`config.mk`:
```
export PLATFORM = sky130hd
export DESIGN_NAME = nvb_pixel_math
export DESIGN_NICKNAME = d
export VERILOG_FILES = /design/src/nvb_pkg.sv /design/src/nvb_pixel_math.sv
export SDC_FILE = /design/constraint.sdc
export NUM_CORES = 1
export LEC_CHECK = 0
export ABC_AREA = 1
export BUFFER_PORTS_ARGS = -buffer_cell sky130_fd_sc_hd__buf_2
export CORE_ASPECT_RATIO = 0.75
export CORE_MARGIN = 3
export CORE_UTILIZATION = 44
export CTS_CLUSTER_DIAMETER = 80
export DETAILED_ROUTE_END_ITERATION = 8
export SYNTH_ARGS = -nofsm -noshare
export SYNTH_HDL_FRONTEND = slang
export SYNTH_SLANG_ARGS = --single-unit
export TNS_END_PERCENT = 1
```
`constraint.sdc`:
```
create_clock -name clk_i -period 6 [get_ports clk_i]
set_input_delay 0.9 -clock clk_i [delete_from_list [all_inputs] [get_ports clk_i]]
set_output_delay 0.9 -clock clk_i [all_outputs]
set_load 0.03 [all_outputs]
```
`src/nvb_pkg.sv`:
```
// Package for the NV12 to BGR converter: transaction payload types,
// sum width and the clamp helper. No dependencies.
package nvb_pkg;

  localparam int SumW = 19;

  typedef struct packed {
    logic [7:0] luma_first;
    logic [7:0] luma_second;
    logic [7:0] chroma_u;
    logic [7:0] chroma_v;
    logic       chroma_fresh;
  } pix_in_t;

  typedef struct packed {
    logic [7:0] blue_first;
    logic [7:0] green_first;
    logic [7:0] red_first;
    logic [7:0] blue_second;
    logic [7:0] green_second;
    logic [7:0] red_second;
    logic       row_end;
  } pix_out_t;

  typedef struct packed {
    logic mul_en;
    logic sum_en;
  } stage_en_t;

  // Negative sums clamp to 0, anything at or above 256 after the shift to 255.
  function automatic logic [7:0] sat_to_byte(input logic signed [SumW-1:0] s);
    logic [7:0] r;
    if (s[SumW-1]) begin
      r = 8'd0;
    end else if (s[SumW-2:16] != '0) begin
      r = 8'hFF;
    end else begin
      r = s[15:8];
    end
    return r;
  endfunction

endpackage

```
`src/nvb_pixel_math.sv`:
```
// Color math for one pixel pair: products stage, then sum/round/clamp stage.
// Depends on nvb_pkg for sum width, stage enables and sat_to_byte.
module nvb_pixel_math import nvb_pkg::*; (
  input  logic      clk_i,
  input  stage_en_t en_i,
  input  logic [7:0] luma0_i,
  input  logic [7:0] luma1_i,
  input  logic [7:0] cb_i,
  input  logic [7:0] cr_i,
  output logic [7:0] blue0_o,
  output logic [7:0] green0_o,
  output logic [7:0] red0_o,
  output logic [7:0] blue1_o,
  output logic [7:0] green1_o,
  output logic [7:0] red1_o
);

  logic [8:0]             c0_diff, c1_diff;
  logic [7:0]             c0, c1;
  logic signed [7:0]      d8, e8;
  logic signed [SumW-1:0] c0x, c1x, dx, ex;
  logic signed [SumW-1:0] yc0_q, yc1_q, bd_q, gd_q, ge_q, re_q;
  logic signed [SumW-1:0] yc0_d, yc1_d, bd_d, gd_d, ge_d, re_d;
  logic signed [SumW-1:0] b0, g0, r0, b1, g1, r1;
  logic signed [SumW-1:0] rnd;
  logic [7:0] blue0_q, green0_q, red0_q, blue1_q, green1_q, red1_q;

  assign c0_diff = {1'b0, luma0_i} - 9'd16;
  assign c1_diff = {1'b0, luma1_i} - 9'd16;
  assign c0 = c0_diff[8] ? 8'd0 : c0_diff[7:0];
  assign c1 = c1_diff[8] ? 8'd0 : c1_diff[7:0];
  // x - 128 of an unsigned byte is the byte with its top bit flipped, as signed
  assign d8 = signed'({~cb_i[7], cb_i[6:0]});
  assign e8 = signed'({~cr_i[7], cr_i[6:0]});
  assign c0x = signed'({{(SumW-8){1'b0}}, c0});
  assign c1x = signed'({{(SumW-8){1'b0}}, c1});
  assign dx = SumW'(d8);
  assign ex = SumW'(e8);

  assign yc0_d = c0x * SumW'(298);
  assign yc1_d = c1x * SumW'(298);
  assign bd_d  = dx * SumW'(516);
  assign gd_d  = dx * SumW'(100);
  assign ge_d  = ex * SumW'(208);
  assign re_d  = ex * SumW'(409);

  always_ff @(posedge clk_i) begin
    if (en_i.mul_en) begin
      yc0_q <= yc0_d;
      yc1_q <= yc1_d;
      bd_q  <= bd_d;
      gd_q  <= gd_d;
      ge_q  <= ge_d;
      re_q  <= re_d;
    end
  end

  assign rnd = SumW'(128);
  assign b0 = yc0_q + bd_q + rnd;
  assign g0 = yc0_q - gd_q - ge_q + rnd;
  assign r0 = yc0_q + re_q + rnd;
  assign b1 = yc1_q + bd_q + rnd;
  assign g1 = yc1_q - gd_q - ge_q + rnd;
  assign r1 = yc1_q + re_q + rnd;

  always_ff @(posedge clk_i) begin
    if (en_i.sum_en) begin
      blue0_q  <= sat_to_byte(b0);
      green0_q <= sat_to_byte(g0);
      red0_q   <= sat_to_byte(r0);
      blue1_q  <= sat_to_byte(b1);
      green1_q <= sat_to_byte(g1);
      red1_q   <= sat_to_byte(r1);
    end
  end

  assign blue0_o  = blue0_q;
  assign green0_o = green0_q;
  assign red0_o   = red0_q;
  assign blue1_o  = blue1_q;
  assign green1_o = green1_q;
  assign red1_o   = red1_q;

endmodule

```
==> parameters.txt, run 1 <==
Parameter                              Value

Timing
  Total setup violations reported at the end of the flow ... 0
  Max Fclk ... around 210 MHz
  Total Negative Setup Slacks ... 0 ps
  Hold violation total from the final report ... 0
  Portion of the clock cycle consumed by the worst path in the final layout ... 78.67%
  Final number of max-transition violations ... 0
  Transition time at the pin with the least slew margin ... a little under 1000 ps
  Final critical delay including setup and external delays ... 4720 ps
  Setup repair after global routing missed its margin ... false
  Fin Hold WS ... 699.7 ps
  Relative slew margins ... between 30% and 40%
  Maximum clock skew at final layout ... about 10 ps

Cells and area
  Antenna cells ... 0
  Share of cells above drive strength 1 ... approximately 8%
  Design area ... about 18000 um^2
  Post-synthesis to final-layout area growth ... 9.662%
  Final Net Count ... ~2500

Setup path
  Maximum fanout along the worst path ... 11
  Signal arrival time at the worst endpoint ... 4910 ps
  Crit path required time ... roughly 6200 ps
  Crit. End Element ... flop
  Critical Path Slowest Stage Cell ... sky130_fd_sc_hd__fa_1
  Crit path cell chain ... buf_2 -> inv_1 -> ha_1 -> nand2_1 -> nor2_1 -> nor2_1 -> ha_1 -> ha_1 -> inv_1 -> fa_1 -> fa_1 -> inv_1 -> ha_1 -> nand2_1 -> inv_1 -> a21oi_1 -> o21ai_0 -> a21oi_1 -> xnor2_1
  Critical Path Start Type ... input port
  Maximum single-stage delay on the critical path ... around 540 ps
  Number of cells on the worst reg-to-reg path ... 14
  Setup CP Type ... input port to flop

Die
  Die width ... 229.9 um
  Core ar. ... around 36000 um^2
  Number of rows created at floorplan ... 60
  Starting density of the core ... between 40% and 50%
  I/O Pins ... 83
  Die Area ... 39970 um^2
  Overall die height ... around 170 um

Logic synthesis
  Synthesized cell area ... approximately 17000 um^2
  Dominant synthesized flop cell ... sky130_fd_sc_hd__edfxtp_1
  Number of enable-type register cells in the synthesized netlist ... 137
  Synthesized netlist net count ... ~2400
  Cell types occupying the most area after synthesis ... sky130_fd_sc_hd__ha_1 (27%), sky130_fd_sc_hd__edfxtp_1 (25%), sky130_fd_sc_hd__nand2_1 (10%), sky130_fd_sc_hd__fa_1 (8.6%), sky130_fd_sc_hd__inv_1 (7.5%)
  Synthesized area divided by synthesized cell count ... about 8.4 um^2
  Adder-cell area share of the yosys netlist ... a little over a third
  Most numerous cell in the Yosys netlist ... sky130_fd_sc_hd__nand2_1
  Synthesized-area fraction occupied by ao, oa, aoi and oai cells ... roughly 7.5%
  Register bit total from synthesis ... roughly 140
  Top cells by instance count after synthesis ... sky130_fd_sc_hd__nand2_1 (441), sky130_fd_sc_hd__ha_1 (361), sky130_fd_sc_hd__inv_1 (330)
  Post-synth cell types ... ~40
  Main combinational cell family by area after synthesis ... adder cells
  Count of mapped cells out of synthesis ... roughly 2000
  Share of flip-flops with an asynchronous set or reset ... 0%
  Synth Warn # ... 0
  Mux share of post-synthesis cell area ... 0%
  Area fraction of the dominant cell type after synthesis ... 27.32%
  Xor/xnor cell area share of the yosys netlist ... under 10%
  Simple-Gate Fraction of Synth Area ... between 10% and 20%
  Largest area contributor in the synthesized netlist ... sky130_fd_sc_hd__ha_1
  Sequential share of the synthesized area ... around 25%

Clocking
  Clock root buffer ... sky130_fd_sc_hd__clkbuf_16
  PostCTS Resize Cnt ... 0
  CTS tree ... yes
  Number of buffers inserted by post-CTS setup repair ... 0
  Clk pin slew, worst setup/hold paths ... ~60 ps
  H-tree depth ... 4
  Post-CTS Hold Buffers ... 0
  TritonCTS Buffers ... 17
  Worst skew pair latency ... approximately 450 ps
  Number of buffers on the longest clock path ... 2
  CTS sink count ... around 140

Routing
  Drt total wl ... ~42 mm
  Vias after detailed routing ... 13140
  First-pass detailed-route iteration total ... 6
  Remaining DRCs ... 0
  WL/cell ... approximately 16 um
  DRC marker count from the first detailed-route iteration ... slightly below 900
  Via density per instance ... 5.088
  DRT antenna net count ... 0

Placement
  Count of input and output buffers ... between 80 and 90
  Final HPWL from detailed placement ... around 36 mm
  Area after detailed placement ... approximately 18000 um^2
  Placer Congestion ... 0.9524

Global route
  Overall Global Routing Usage ... between 20% and 30%
  Pin count of the biggest net entering global routing ... 74
  First-pass GRT wire length ... 68.55 mm
  Initial antenna violation count ... 1
  Number of global-route vias before repair ... between 10000 and 15000
  Total congestion overflow ... 0

Run status
  Status ... finished, final reports clean

Min path
  Kind of path behind the tightest hold check ... input port to flop
  Cell depth of the worst hold path ... 1

Flow run
  Count of max-cap constraint violations ... 0
-- final cells by class --
type,instances,area (um^2)
tap,496,620.6
sequential,137,4114
multi-input combinational,1499,11160
inverter,334,1254
clock inverter,14,123.9
clock buffer,18,429.2
fill,3561,18350
timing repair buffer,84,427.9
-- state kept, by name, summed over array words and instances, names as in the netlist, 11 cells and up --
name and count:
re_q 18, yc0_q 16, yc1_q 16, bd_q 14, gd_q 14, ge_q 11
-- critical path: cells and delay by family --
family	cells	cell delay [ps]
AOI/OAI and AO/OA	3	540
buffers and inverters	5	310
xor gates and xnor gates	1	90
and+or+nand+nor	4	880
adders and majority gates	6	2180
-- per-stage QoR --
step,utilization [%],std cells,setup WS (ps)
final,49.70,2582,1280
after global routing,49.70,2582,915.5
after CTS,49.70,2582,1307
after detailed placement,48.19,2550,821.5
after global placement,48.19,2550,955.9
after floorplan,-,1971,1355
-- path summary, 6_finish.rpt --
kind,from,to,slack [ps]
hold / removal,cr_i[1],re_q[1],700
setup / recovery,luma0_i[4],yc0_q[14],1280
hold reg to reg,bd_q[18],blue0_o[1],870
setup reg to reg,yc1_q[6],green1_o[3],2640
-- layer usage --
metal | GRT usage, % | vias up | wire length (um)
li1 | - | 6751 | -
met1 | 34.27 | 6032 | 22440
met2 | 30.37 | 308 | 16320
met3 | 4.632 | 45 | 2721
met4 | 5.711 | 0 | 779
met5 | 0 | - | 0
-- logic make-up (layout without fill, tap and decap cells) --
| logic type | after synthesis | after routing |
|---|---|---|
| AO/OA/AOI/OAI | 223 | 223 |
| XOR/XNOR | 77 | 77 |
| adder cells (fa/ha/maj) | 432 | 432 |
| buffers and inverters | 335 | 450 |
| flip-flops | 137 | 137 |
| AND/OR/NAND/NOR | 767 | 767 |
-- placed cells by master (no fill, tap or decap), types with 4 or more instances in the layout --
cell type	instances
sky130_fd_sc_hd__nor3_2	5
sky130_fd_sc_hd__a21oi_1	146
sky130_fd_sc_hd__o21ai_0	27
sky130_fd_sc_hd__nand3_1	104
sky130_fd_sc_hd__nand3b_1	13
sky130_fd_sc_hd__ha_1	361
sky130_fd_sc_hd__nor3_1	12
sky130_fd_sc_hd__and2_1	9
sky130_fd_sc_hd__buf_2	81
sky130_fd_sc_hd__inv_1	330
sky130_fd_sc_hd__a21oi_2	9
sky130_fd_sc_hd__inv_2	4
sky130_fd_sc_hd__xnor2_1	29
sky130_fd_sc_hd__xor2_1	46
sky130_fd_sc_hd__fa_1	71
sky130_fd_sc_hd__nand4_1	18
sky130_fd_sc_hd__edfxtp_1	137
sky130_fd_sc_hd__clkbuf_16	17
sky130_fd_sc_hd__nor2_4	5
sky130_fd_sc_hd__a21o_1	8
sky130_fd_sc_hd__nand2_2	24
sky130_fd_sc_hd__nand2_1	441
sky130_fd_sc_hd__nor2_1	127
sky130_fd_sc_hd__o21bai_1	8
sky130_fd_sc_hd__a31oi_1	5
sky130_fd_sc_hd__o21ai_1	9
Power of run 1 is left out: the tool's default activity adds up to more than one toggle a clock period on the data nets, which glitch-free logic cannot reach.
==> inputs of run 2 (changes only) <==
==> constraint.sdc (replaced) <==
create_clock -name clk_i -period 4 [get_ports clk_i]
set_input_delay 0.6 -clock clk_i [delete_from_list [all_inputs] [get_ports clk_i]]
set_output_delay 0.6 -clock clk_i [all_outputs]
set_load 0.03 [all_outputs]
==> run 2 against run 1 <==
  * Non-clock buffer count grew 73
  * Via count grew 3.3%
  * Utilization is 1.8 points higher
  * Count of clock-buffer cells in the layout is 1 higher
  * Cell area rose by 3.7%
  * Global-route usage up 0.42 points
  * Critical path depth decreased by 1
  * Final cell count increased by 2.9%
  * Routed wire length up 4.1%
  * Die area is the same
==> parameters.txt, run 2 (synthesized netlist as in run 1, its figures left out) <==
Parameter                              Value

Clocking
  Clock root buffer ... sky130_fd_sc_hd__clkbuf_16
  TritonCTS Buffers ... 17
  CTS sink count ... 137
  Post-CTS Hold Buffers ... 0
  CTS tree ... yes
  H-tree depth ... 4
  Number of buffers on the longest clock path ... 2
  Worst skew pair latency ... around 450 ps
  Clk pin slew, worst setup/hold paths ... around 60 ps

Die
  I/O Pins ... between 80 and 90
  Die Area ... ~40000 um^2
  Number of rows created at floorplan ... 60
  Die width ... ~230 um
  Core ar. ... 36490 um^2
  Overall die height ... roughly 170 um
  Starting density of the core ... between 40% and 50%

Global route
  Pin count of the biggest net entering global routing ... a little under 50
  Initial antenna violation count ... 2
  Number of global-route vias before repair ... around 13000
  First-pass GRT wire length ... about 70 mm
  Total congestion overflow ... 0
  Overall Global Routing Usage ... about 22%

Routing
  Remaining DRCs ... 0
  Via density per instance ... roughly 5.1
  Vias after detailed routing ... 13570
  DRT antenna net count ... 0
  WL/cell ... ~17 um
  First-pass detailed-route iteration total ... 5
  Drt total wl ... about 44 mm
  DRC marker count from the first detailed-route iteration ... 982

Timing
  Transition time at the pin with the least slew margin ... roughly 1100 ps
  Relative slew margins ... roughly a quarter
  Max Fclk ... ~260 MHz
  Total Negative Setup Slacks ... 0 ps
  Fin Hold WS ... between 400 and 500 ps
  Portion of the clock cycle consumed by the worst path in the final layout ... between 90% and 100%
  Final number of max-transition violations ... 0
  Maximum clock skew at final layout ... 22.92 ps
  Final critical delay including setup and external delays ... between 3000 and 4000 ps
  Hold violation total from the final report ... 0
  Total setup violations reported at the end of the flow ... 0

Cells and area
  Register with the highest flop count ... re_q
  Design area ... 18800 um^2
  Number of fill cells in the layout ... 3538
  Post-synthesis to final-layout area growth ... 13.71%
  Leading cell type in the layout, fill and taps excluded ... sky130_fd_sc_hd__nand2_1
  Share of cells above drive strength 1 ... between 10 and 15%
  Top library cells by usage in the layout, fill and taps aside ... sky130_fd_sc_hd__nand2_1 (441), sky130_fd_sc_hd__ha_1 (355), sky130_fd_sc_hd__inv_1 (329)
  Final Net Count ... 2613
  Biggest registers after layout ... re_q (18), yc0_q (16), yc1_q (16)
  Flip-flop count of the largest register, all copies and words added ... 18

Min path
  Hold path endpoint ... re_q[1]
  Cell depth of the worst hold path ... 1
  Min-Delay Startpoint ... cr_i[1]
  Kind of path behind the tightest hold check ... input port to flop

Setup path
  Signal arrival time at the worst endpoint ... ~4000 ps
  Critical Path Most Common Cell ... sky130_fd_sc_hd__inv_1
  Number of cells on the worst reg-to-reg path ... 9
  Register-to-register path setup slack ... 710 ps
  R2R Path End ... green0_o[7]
  Critical Path Start Type ... input port
  Crit path required time ... between 4000 and 5000 ps
  R2R Path Start ... yc0_q[16]
  Maximum fanout along the worst path ... 5
  Critical Path Slowest Stage Cell ... sky130_fd_sc_hd__fa_1
  Crit. End Element ... flop
  Maximum single-stage delay on the critical path ... roughly 540 ps
  Setup CP Type ... input port to flop
  Crit path cell chain ... buf_2 -> inv_1 -> ha_1 -> or2_2 -> a21oi_2 -> ha_1 -> ha_1 -> inv_1 -> fa_1 -> fa_1 -> inv_1 -> ha_4 -> nand2_1 -> inv_1 -> a21oi_2 -> o21ai_1 -> a21oi_1 -> xnor2_1

Placement
  Final HPWL from detailed placement ... 37.95 mm
  Area after detailed placement ... between 15000 and 20000 um^2
  Count of input and output buffers ... roughly 80
  Placer Congestion ... just under 1

Flow run
  Count of max-cap constraint violations ... 0

Run status
  Status ... finished, final reports clean
## run 2: layout make-up
type                    instances  area (um^2)  share of cell area, %
diodes                          2        5.005                0.02662
repair buffers                157        975.9                  5.190
inverters                     334         1257                  6.688
multi-input cells            1499        11300                  60.09
clock buffers                  19        432.9                  2.302
flip-flops and latches        137         4114                  21.88
clock inverters                13        97.59                 0.5190
well taps                     496        620.6                  3.301
## run 2: how the worst max path moves through the flow
stage | slack [ps] | depth (start not counted) | startpoint | endpoint
final | 200 | 18 | luma0_i[4] | yc0_q[14]
after CTS | 140 | 21 | luma1_i[4] | yc1_q[13]
after global placement | -250 | 21 | luma1_i[4] | yc1_q[13]
after floorplan | -10 | 17 | luma0_i[4] | yc0_q[14]
after detailed placement | -320 | 21 | luma1_i[4] | yc1_q[13]
after global routing | -6 | 21 | luma1_i[4] | yc1_q[13]
## run 2: stage by stage
| stage | std cells | worst slack [ps] | util (%) |
|---|---|---|---|
| global route | 2657 | -6.166 | 51.54 |
| floorplan | 1971 | -13.69 | - |
| global placement | 2623 | -245.4 | 49.96 |
| detailed placement | 2623 | -323.6 | 49.96 |
| finish | 2657 | 196.4 | 51.54 |
| CTS | 2655 | 143.5 | 51.41 |
## run 2: critical path: cells and delay by family
| kind | cells | cell delay (ps) |
|---|---|---|
| fa+ha+maj | 6 | 2040 |
| buf+inv | 5 | 300 |
| xor+xnor | 1 | 80 |
| simple gates | 2 | 390 |
| compound gates | 4 | 580 |
## run 2: what timing repair did
action	CTS	global route
setup buffers	0	0
gates resized for setup	0	7
setup endpoints to repair	0	7
endpoints found under the hold margin	0	0
## run 2: routing by layer
metal  vias to the layer above  share of wire (%)  GRT usage, %
met2                       314                 40         32.40
met3                        63                7.0         5.108
li1                       6895                  -             -
met4                         0                2.6         6.724
met5                         -                  0             0
met1                      6296                 50         33.13
Power of run 2 is left out for the same reason.
